### config.mk
export PLATFORM = sky130hd
export DESIGN_NAME = ir_burst_width_classifier
export DESIGN_NICKNAME = d
export VERILOG_FILES = /design/src/sv/irbwc_pkg.sv /design/src/sv/ir_burst_width_classifier.sv
export SDC_FILE = /design/constraint.sdc
export NUM_CORES = 2
export LEC_CHECK = 0
export ABC_AREA = 1
export BUFFER_PORTS_ARGS = -buffer_cell sky130_fd_sc_hd__buf_4
export CAP_MARGIN = 20
export CORE_ASPECT_RATIO = 1.5
export CORE_MARGIN = 8
export CORE_UTILIZATION = 59
export DETAILED_ROUTE_END_ITERATION = 12
export PLACE_DENSITY = 0.85
export SYNTH_ARGS = -nofsm -noshare
export SYNTH_HDL_FRONTEND = slang
export SYNTH_SLANG_ARGS = --single-unit
### constraint.sdc
create_clock -name clk -period 10.9 [get_ports clk]
set_clock_uncertainty 0.1 [all_clocks]
set_input_delay 0.545 -clock clk [delete_from_list [all_inputs] [get_ports clk]]
set_output_delay 0.545 -clock clk [all_outputs]
set_load 0.005 [all_outputs]
### src/sv/irbwc_pkg.sv
package irbwc_pkg;

	// Field widths.
	localparam int unsigned TICK_W  = 16;
	localparam int unsigned SCALE_W = 21;
	localparam int unsigned CODE_W  = 3;
	localparam int unsigned IDX_W   = 3;

	// Frame phases.
	localparam logic [2:0] PH_IDLE  = 3'd0;
	localparam logic [2:0] PH_START = 3'd1;
	localparam logic [2:0] PH_GAP1  = 3'd2;
	localparam logic [2:0] PH_DATA1 = 3'd3;
	localparam logic [2:0] PH_GAP2  = 3'd4;
	localparam logic [2:0] PH_DATA2 = 3'd5;

	// Result codes.
	localparam logic [CODE_W-1:0] EV_DAMAGE   = 3'd0;
	localparam logic [CODE_W-1:0] EV_HEAL     = 3'd1;
	localparam logic [CODE_W-1:0] EV_STUN     = 3'd2;
	localparam logic [CODE_W-1:0] EV_NONE     = 3'd3;
	localparam logic [CODE_W-1:0] EV_MISMATCH = 3'd4;
	localparam logic [CODE_W-1:0] EV_TIMEOUT  = 3'd5;

	// Configuration register indexes.
	localparam logic [IDX_W-1:0] REG_TIMEOUT     = 3'd0;
	localparam logic [IDX_W-1:0] REG_DAMAGE_LOW  = 3'd1;
	localparam logic [IDX_W-1:0] REG_DAMAGE_HIGH = 3'd2;
	localparam logic [IDX_W-1:0] REG_HEAL_LOW    = 3'd3;
	localparam logic [IDX_W-1:0] REG_HEAL_HIGH   = 3'd4;
	localparam logic [IDX_W-1:0] REG_STUN_LOW    = 3'd5;
	localparam logic [IDX_W-1:0] REG_STUN_HIGH   = 3'd6;

	// Register reset values.
	localparam logic [TICK_W-1:0]  RST_TIMEOUT     = 16'd2678;
	localparam logic [SCALE_W-1:0] RST_DAMAGE_LOW  = 21'd6000;
	localparam logic [SCALE_W-1:0] RST_DAMAGE_HIGH = 21'd7500;
	localparam logic [SCALE_W-1:0] RST_HEAL_LOW    = 21'd10000;
	localparam logic [SCALE_W-1:0] RST_HEAL_HIGH   = 21'd12000;
	localparam logic [SCALE_W-1:0] RST_STUN_LOW    = 21'd13000;
	localparam logic [SCALE_W-1:0] RST_STUN_HIGH   = 21'd15000;

	// Scaling by 17.85 is avg*357/20: multiply by 357, drop two bits, then
	// divide by five as a multiply by ceil(2^25/5) and a shift of 25. The
	// quotient is exact for every dividend below 2^25/3, and the largest one
	// here is about 5.85 million.
	localparam logic [8:0]  SCALE_MUL = 9'd357;
	localparam logic [22:0] RECIP_5   = 23'd6710887;
	localparam int unsigned RECIP_SH  = 25;

endpackage

### src/sv/ir_burst_width_classifier.sv
// IR burst width classifier.
//
// The input channel (in_valid, in_ready, ir_level) takes one sample of the
// active-low IR line per microsecond tick; each accepted request is one tick.
// A level change while idle opens a frame of start burst, gap, first data
// burst, gap and redundant data burst. The two data bursts are measured,
// cross-checked to within 10%, averaged, scaled by 17.85 and classified.
// At most one result leaves on the output channel (out_valid, out_ready,
// event_code, average_width, scaled_width) per frame: at its end or timeout.
// Throughput is one sample per cycle while in_ready is high. A result moves
// through the pipeline registers in order after the sample ending its frame
// is accepted: the first takes the two widths, the next cross-checks and
// averages them and multiplies by 357, the next divides by 20, and the last
// sorts the result into its window and loads the output register.
// When the receiver stalls with a result waiting, the whole result pipeline
// and the input stall together, so in_ready follows out_ready.
// The configuration channel (cfg_valid, cfg_ready, cfg_index, cfg_data) is
// always ready and should only be written while no frame result is in flight.
// Reset (arst_n low) restores the register defaults, returns to idle with the
// line taken as high, and empties the result pipeline.
module ir_burst_width_classifier
	import irbwc_pkg::*;
(
	input  logic               clk,
	input  logic               arst_n,
	input  logic               in_valid,
	output logic               in_ready,
	input  logic               ir_level,
	input  logic               cfg_valid,
	output logic               cfg_ready,
	input  logic [IDX_W-1:0]   cfg_index,
	input  logic [SCALE_W-1:0] cfg_data,
	output logic               out_valid,
	input  logic               out_ready,
	output logic [CODE_W-1:0]  event_code,
	output logic [TICK_W-1:0]  average_width,
	output logic [SCALE_W-1:0] scaled_width
);

	// Configuration registers.
	logic [TICK_W-1:0]  timeout_q;
	logic [SCALE_W-1:0] damage_low_q, damage_high_q;
	logic [SCALE_W-1:0] heal_low_q, heal_high_q;
	logic [SCALE_W-1:0] stun_low_q, stun_high_q;

	// Frame tracking state.
	logic [2:0]        phase_q, phase_d;
	logic [TICK_W-1:0] tick_q, tick_d, tick_inc;
	logic [TICK_W-1:0] first_q, first_d;
	logic              prev_q;

	// Result pipeline.
	logic              adv;
	logic              in_fire;
	logic              emit;
	logic              emit_tmo;
	logic              v_s1, v_s2, v_s3;
	logic              tmo_s1, tmo_s2, tmo_s3;
	logic [TICK_W-1:0] a_s1, b_s1;
	logic              bad_s2, bad_s3;
	logic [TICK_W-1:0] avg_s2, avg_s3;
	logic [24:0]       prod_s2;
	logic [SCALE_W-1:0] scaled_s3;
	logic              out_valid_q;
	logic [CODE_W-1:0] code_q;
	logic [TICK_W-1:0] avg_q;
	logic [SCALE_W-1:0] scaled_q;

	logic              want_level;
	logic [19:0]       a_x10, b_x10, a_x11, b_x11;
	logic [16:0]       sum_ab;
	logic [22:0]       quarter;
	logic [45:0]       div_prod;
	logic [CODE_W-1:0] code_d;

	// The whole result path moves only when the output register can take
	// a new value, and the sampler moves with it.
	assign adv       = !out_valid_q || out_ready;
	assign in_ready  = adv;
	assign in_fire   = in_valid && in_ready;
	assign cfg_ready = 1'b1;

	always_ff @(posedge clk or negedge arst_n) begin
		if (!arst_n) begin
			timeout_q     <= RST_TIMEOUT;
			damage_low_q  <= RST_DAMAGE_LOW;
			damage_high_q <= RST_DAMAGE_HIGH;
			heal_low_q    <= RST_HEAL_LOW;
			heal_high_q   <= RST_HEAL_HIGH;
			stun_low_q    <= RST_STUN_LOW;
			stun_high_q   <= RST_STUN_HIGH;
		end else if (cfg_valid) begin
			case (cfg_index)
				REG_TIMEOUT:     timeout_q     <= cfg_data[TICK_W-1:0];
				REG_DAMAGE_LOW:  damage_low_q  <= cfg_data;
				REG_DAMAGE_HIGH: damage_high_q <= cfg_data;
				REG_HEAL_LOW:    heal_low_q    <= cfg_data;
				REG_HEAL_HIGH:   heal_high_q   <= cfg_data;
				REG_STUN_LOW:    stun_low_q    <= cfg_data;
				REG_STUN_HIGH:   stun_high_q   <= cfg_data;
				default: ;
			endcase
		end
	end

	// Phase sequencer. The gaps are high phases, the bursts low ones; a tick
	// at the opposite level is the first tick of the next phase.
	assign want_level = (phase_q == PH_GAP1) || (phase_q == PH_GAP2);
	assign tick_inc   = (tick_q == {TICK_W{1'b1}}) ? tick_q : tick_q + 1'b1;

	always_comb begin
		phase_d  = phase_q;
		tick_d   = tick_q;
		first_d  = first_q;
		emit     = 1'b0;
		emit_tmo = 1'b0;
		if (phase_q == PH_IDLE) begin
			if (ir_level != prev_q) begin
				phase_d = ir_level ? PH_GAP1 : PH_START;
				tick_d  = {{(TICK_W-1){1'b0}}, 1'b1};
			end
		end else if (ir_level == want_level) begin
			// A timeout of zero behaves as one, since tick_inc is never zero.
			if (tick_inc >= timeout_q) begin
				phase_d  = PH_IDLE;
				tick_d   = '0;
				emit     = 1'b1;
				emit_tmo = 1'b1;
			end else begin
				tick_d = tick_inc;
			end
		end else begin
			tick_d = {{(TICK_W-1){1'b0}}, 1'b1};
			case (phase_q)
				PH_START: phase_d = PH_GAP1;
				PH_GAP1:  phase_d = PH_DATA1;
				PH_DATA1: begin
					first_d = tick_q;
					phase_d = PH_GAP2;
				end
				PH_GAP2:  phase_d = PH_DATA2;
				default: begin
					phase_d = PH_IDLE;
					tick_d  = '0;
					emit    = 1'b1;
				end
			endcase
		end
	end

	always_ff @(posedge clk or negedge arst_n) begin
		if (!arst_n) begin
			phase_q <= PH_IDLE;
			tick_q  <= '0;
			first_q <= '0;
			prev_q  <= 1'b1;
		end else if (in_fire) begin
			phase_q <= phase_d;
			tick_q  <= tick_d;
			first_q <= first_d;
			prev_q  <= ir_level;
		end
	end

	// Stage two: the cross-check 10a <= 11b both ways, the mean and the
	// first scaling product.
	assign a_x10  = {1'b0, a_s1, 3'b000} + {3'b000, a_s1, 1'b0};
	assign b_x10  = {1'b0, b_s1, 3'b000} + {3'b000, b_s1, 1'b0};
	assign a_x11  = a_x10 + {4'b0000, a_s1};
	assign b_x11  = b_x10 + {4'b0000, b_s1};
	assign sum_ab = {1'b0, a_s1} + {1'b0, b_s1};

	// Stage three: divide by four, then by five through the reciprocal.
	assign quarter  = prod_s2[24:2];
	assign div_prod = 46'(quarter) * 46'(RECIP_5);

	// Output stage: windows in priority order damage, heal, stun.
	always_comb begin
		if (tmo_s3) begin
			code_d = EV_TIMEOUT;
		end else if (bad_s3) begin
			code_d = EV_MISMATCH;
		end else if (scaled_s3 >= damage_low_q && scaled_s3 < damage_high_q) begin
			code_d = EV_DAMAGE;
		end else if (scaled_s3 >= heal_low_q && scaled_s3 < heal_high_q) begin
			code_d = EV_HEAL;
		end else if (scaled_s3 >= stun_low_q && scaled_s3 < stun_high_q) begin
			code_d = EV_STUN;
		end else begin
			code_d = EV_NONE;
		end
	end

	always_ff @(posedge clk or negedge arst_n) begin
		if (!arst_n) begin
			v_s1        <= 1'b0;
			v_s2        <= 1'b0;
			v_s3        <= 1'b0;
			out_valid_q <= 1'b0;
		end else if (adv) begin
			v_s1        <= in_fire && emit;
			v_s2        <= v_s1;
			v_s3        <= v_s2;
			out_valid_q <= v_s3;
		end
	end

	always_ff @(posedge clk) begin
		if (adv) begin
			tmo_s1    <= emit_tmo;
			a_s1      <= first_q;
			b_s1      <= tick_q;
			tmo_s2    <= tmo_s1;
			bad_s2    <= (a_x10 > b_x11) || (b_x10 > a_x11);
			avg_s2    <= sum_ab[16:1];
			prod_s2   <= 25'(sum_ab[16:1]) * 25'(SCALE_MUL);
			tmo_s3    <= tmo_s2;
			bad_s3    <= bad_s2;
			avg_s3    <= avg_s2;
			scaled_s3 <= div_prod[RECIP_SH +: SCALE_W];
			code_q    <= code_d;
			avg_q     <= (tmo_s3 || bad_s3) ? '0 : avg_s3;
			scaled_q  <= (tmo_s3 || bad_s3) ? '0 : scaled_s3;
		end
	end

	assign out_valid     = out_valid_q;
	assign event_code    = code_q;
	assign average_width = avg_q;
	assign scaled_width  = scaled_q;

	// The tick counter is zero exactly when no frame is open.
	a_tick_idle: assert property (@(posedge clk) disable iff (!arst_n)
		(phase_q == PH_IDLE) == (tick_q == '0))
		else $error("tick counter out of step with frame phase");

	// A sample taken while idle never produces a result.
	a_idle_quiet: assert property (@(posedge clk) disable iff (!arst_n)
		in_fire && phase_q == PH_IDLE |=> !v_s1)
		else $error("result raised from idle");

	// Aborted and rejected frames carry no widths.
	a_zero_fields: assert property (@(posedge clk) disable iff (!arst_n)
		out_valid_q && (code_q == EV_TIMEOUT || code_q == EV_MISMATCH)
		|-> avg_q == '0 && scaled_q == '0)
		else $error("widths reported on a failed frame");

	// A result already in flight keeps moving while the output is free.
	a_flow: assert property (@(posedge clk) disable iff (!arst_n)
		adv && v_s3 |=> out_valid_q)
		else $error("result lost between last stage and output");

endmodule

Yosys cells after proc, flatten, opt, wreduce, memory -nomap -nowiden:

Index checks and enable logic that the tools add are counted.
W data, S select, Z words.

* equality and inequality tests: 15
* order comparisons: 9
* multipliers: 2
* reduce and logical (&&, ||, !) cells: 26
* shift-type cells: 0
* divide/modulo/power cells: 0
* bitwise gates (word level): 2
* muxes and demuxes: 20
* add/sub/neg operators: 6

Operators by type and width (number)
* $mux W16: 5
* $ge A21 B21 Y1: 3
* $lt A21 B21 Y1: 3
* $mul A23 B23 Y46 const B: 1
* $add A19 B17 Y20: 2
* $add A20 B16 Y20: 2
* $gt A20 B20 Y1: 2
* $mul A16 B9 Y25 const B: 1
* $add A16 B16 Y17: 1
* $add A16 B1 Y16 const B: 1
* $eq A16 B16 Y1 const B: 1
* $ge A16 B16 Y1: 1
* $reduce_and A2 Y1: 8
* $eq A3 B2 Y1 const B: 4
* $eq A3 B3 Y1 const B: 4
* $mux W3: 4
* $pmux W3 S4: 1
* $mux W1: 9
* $reduce_or A4 Y1: 2
* $eq A3 B1 Y1 const B: 2
* $logic_not A3 Y1: 2
* $logic_and A1 B1 Y1: 5
* $logic_or A1 B1 Y1: 4
* $reduce_and A4 Y1: 1
* 9 further kinds: 11

* word-level logic and storage cells: 111
* bits in latches: 0
* output and inout bits: 43
* memory bits (writable): 0
* register bits after elaboration: 337
* ROM bits: 0
* memories: 0

Longest topological paths before layout:

* depth in word-level cells: 7
* mapped depth: 28
* gate-level depth less buffers: 27

Least setup slack after synthesis:

Ideal clock, no wire load.

* kind: register to register
* start point: reg prod_s2[4]
* end point: reg scaled_s3[16], data pin
* setup slack: 5.319 ns
* required time: 10.548 ns
* setup time: 0.252 ns
* cell stages (with the launch flop): 22
* arrival time: 5.229 ns
* path buffers: 0
* path through: edfxtp_1 ha_1 xor2_1 ha_1 or2_2 fa_1 fa_1 fa_1 fa_1 inv_1 fa_1 inv_1 ha_1 nand2_1 nor2_1 nand2_1 nor3_1 nand2_1 nand3_1 nand2_1 nand3_1 nand2_1

* cells in the longest elaborated chain, start to end: 1

RTL lines
* from (decl): RTL line ir_burst_width_classifier.sv:62 `logic [24:0] prod_s2;`
* from (signal assigned): RTL line ir_burst_width_classifier.sv:216 `prod_s2 <= 25'(sum_ab[16:1]) * 25'(SCALE_MUL);`
* $mul A23 B23 Y46: RTL line ir_burst_width_classifier.sv:175 `assign div_prod = 46'(quarter) * 46'(RECIP_5);`
* net div_prod[41]: RTL line ir_burst_width_classifier.sv:73 `logic [45:0] div_prod;`
* to (signal assigned): RTL line ir_burst_width_classifier.sv:220 `scaled_s3 <= div_prod[RECIP_SH +: SCALE_W];`
* to (decl): RTL line ir_burst_width_classifier.sv:63 `logic [SCALE_W-1:0] scaled_s3;`

The timed path passes the listed nets, and every way through them passes these cells.
A chain may end at the register's enable or synchronous reset.

Worst setup path after layout:

* start point: reg a_s1[1]
* end point: reg prod_s2[19], data pin

* cells in the longest elaborated chain, start to end: 2

RTL lines
* from (decl): RTL line ir_burst_width_classifier.sv:59 `logic [TICK_W-1:0] a_s1, b_s1;`
* from (signal assigned): RTL line ir_burst_width_classifier.sv:211 `a_s1 <= first_q;`
* $add A16 B16 Y17: RTL line ir_burst_width_classifier.sv:171 `assign sum_ab = {1'b0, a_s1} + {1'b0, b_s1};`
* net sum_ab[8]: RTL line ir_burst_width_classifier.sv:71 `logic [16:0] sum_ab;`
* $mul A16 B9 Y25: RTL line ir_burst_width_classifier.sv:216

The timed path passes the listed nets, and every way through them passes these cells.

==> summary.txt <==
Worst setup path
  – Crit path max-delay family: adder cells
  – CP cell instances: inv_1, fa_1, nand3b_1, nand2_1, a21oi_1, o21ai_2, xor2_1, ha_1, fa_1, fa_1, inv_1, fa_1, inv_1, ha_1, nand2_1, nor2_1, inv_1, o211a_1, nand2_1, xor2_1
  – Setup crit start kind: flop
  – Critical Path AT: 6550 ps
  – Worst path slowest cell: edfxtp_1
  – Critical Path RT: 11060 ps
  – Setup CP Type: reg2reg
  – Largest stage delay, worst path: 630 ps
  – Max FO, Critical Path: 8
  – CP endpoint kind: flop
  – Buf/Inv on CP: 4

Yosys
  – FFs w/ async S/R, synth: 54.3%
  – Synthesized Nets: 4892
  – Synth top area share: 19.5%
  – Cell taking the most area after synthesis: ha_1
  – Synth unique cells: 57
  – Ys flop type: edfxtp_1
  – Ys Warns: 0
  – Mapped cell area: 33900 um^2
  – Seq/Total Area, Yosys: 27.2%
  – #FFs+latches synth: between 300 and 400
  – Syn_area_per_cell: between 8 and 9 um^2
  – Count leader, synth: inv_1
  – EDFF count, synth: 153
  – Synth top cells by count: inv_1 (882), nand2_1 (881), ha_1 (529)
  – Top post-synthesis cells by area: ha_1 (20%), fa_1 (14%), edfxtp_1 (14%), dfrtp_1 (10%), inv_1 (9.8%)
  – Syn Inst Count: ~4100

Final layout
  – # diodes: 0
  – Layout cells sized above 1: 5.35%
  – Register Area: about 9000 um^2
  – Fill cells: around 4800
  – Nets: roughly 5000
  – Area of the multi-input gates: 21200 um^2
  – Area Growth Syn to Fin: 7.59%

Hold path
  – Worst min path class: in2reg

Clocking
  – Depth of the CTS H-tree: 2
  – Clock Root Buffer: clkbuf_16
  – Clock-pin slew on the worst setup and hold paths: 60 ps
  – CTS Sinks: 335
  – CTS Buf Count: 35
  – Worst skew pair latency: 560 ps
  – Clk buf depth: 3
  – Post-CTS Setup Inserts: 0
  – CTS tree: built

Timing
  – Slew of the pin with the lowest slew margin: 1030 ps
  – Final Setup Violations: 0
  – Clock period minus worst slack: 6390 ps
  – Final Hold Vio Count: 0
  – RSZ-0062 raised after global routing: false
  – FMAX: 0.157 GHz
  – Final Max Tran Viols: 0
  – Slew HR: 31.2%
  – Post-Route Setup TNS: 0 ps
  – Final Cycle Share: 58.6%

Run status
  – Outcome: finished clean

Drt
  – Total iterations of the first detailed-routing run: 6
  – DRT iter0 DRCs: 2051
  – Post-Route WL: 92500 um
  – DRC: 0
  – Antenna viol nets, final: 0
  – Wire per inst: 18.6 um
  – Via density: about 5.6
  – Via Count: 27606

Floorplanning
  – Core ar.: 56800 um^2
  – Starting Density: around three fifths
  – Chip width: 212 um
  – FP Rows: about 110
  – Die area: 65500 um^2
  – Top Ports: between 70 and 80
  – Die Y: 310 um

Global route
  – Initial antenna violation count: 0
  – GRT met2 Usage: 51.6%
  – Largest net degree at the start of global routing: 74
  – First-pass GRT wire length: 147000 um
  – Met3 Usage GRT: 2.54%
  – Total gr overflow: 0
  – Met1 usage: roughly a third
  – Busiest grt layer: met2
  – Gr usage total: 28.6%
  – Vias in the first global route: between 20000 and 30000

Placement
  – DP HPWL: 75900 um
  – PortBufs: 71
  – Placer Congestion: 1.04

Flow run
  – Max-Cap Viols: 0
[cell usage in the layout, fill, tap and decap left out, types with 28 or more instances in the layout]
cell / instances
edfxtp_1: 153
nand4_1: 49
ha_1: 529
inv_1: 882
a21o_1: 28
fa_1: 238
buf_4: 81
xor2_1: 75
nand2_1: 881
nor2_1: 267
xnor2_1: 42
a21oi_1: 213
clkbuf_16: 35
dfstp_2: 47
o21ai_0: 230
nand3_1: 138
dfrtp_1: 135
[state kept, by name (all words and copies together), names as in the netlist, 21 cells and up]
signal and cells:
prod_s2 23, scaled_s3 21, damage_high_q 21, heal_high_q 21, scaled_width 21, heal_low_q 21, damage_low_q 21, stun_high_q 21
stun_low_q 21
[routing by layer]
metal	vias up	wire (um)
met1	13133	34300
met3	352	4100
met5	-	0
li1	13195	-
met4	0	7360
met2	926	46700
[through the flow]
| step | hold slack, ps | cell area [um^2] | util, % | cells | setup WS, ps |
|---|---|---|---|---|---|
| floorplan | 149 | 33900 | - | 4095 | 5320 |
| global placement | 301 | 35300 | 62.2 | 4900 | 4640 |
| detailed placement | 306 | 35300 | 62.2 | 4900 | 4560 |
| CTS | 203 | 36500 | 64.2 | 4965 | 4570 |
| global route | 248 | 36500 | 64.2 | 4965 | 4160 |
| finish | 221 | 36500 | 64.2 | 4965 | 4510 |
[path summary, 6_finish.rpt]
| check | from | to | slack, ps | depth (start not counted) |
|---|---|---|---|---|
| worst min-delay path | ir_level | phase_q[0] | 220 | 4 |
| min in group asynchronous | arst_n | stun_high_q[19] | 380 | 2 |
| worst max-delay path | a_s1[1] | prod_s2[19] | 4510 | 20 |
| worst max register to register | a_s1[1] | prod_s2[19] | 4510 | 20 |
| worst min register to register | avg_s2[0] | avg_s3[0] | 310 | 0 |
| max in group asynchronous | arst_n | first_q[6] | 8170 | 4 |
[kinds of logic (layout without fill, tap and decap cells)]
kind of cell	count (synthesis)	count (layout)	share of synthesized area, %
other cells	1	1	0.0111
xor+xnor	118	118	3.07
fa+ha+maj	767	767	33.6
buf+inv	927	1034	10.3
flops	335	335	27.2
simple gates	1410	1410	17.2
compound gates	533	533	8.51
mux	4	4	0.133
[cell type report]
class	count	area share, %
Inverter	887	9.14
Tap cell	763	2.62
Sequential cell	335	25.3
Clock buffer	41	2.49
Timing Repair Buffer	83	1.73
Multi-Input combinational cell	2833	58.1
Clock inverter	23	0.676
[tightest hold or removal path: stages]
cell	delay (ps)
buf_4	100
a21oi_1	50
nand3_1	70
nand2_1	50
[timing repair]
action	in CTS	in global routing
resized for setup	0	0
hold buffers	1	0
endpoints found under the hold margin	36	0
Power is left out: the tool's default activity adds up to more than one toggle a clock period on the data nets, which glitch-free logic cannot reach.
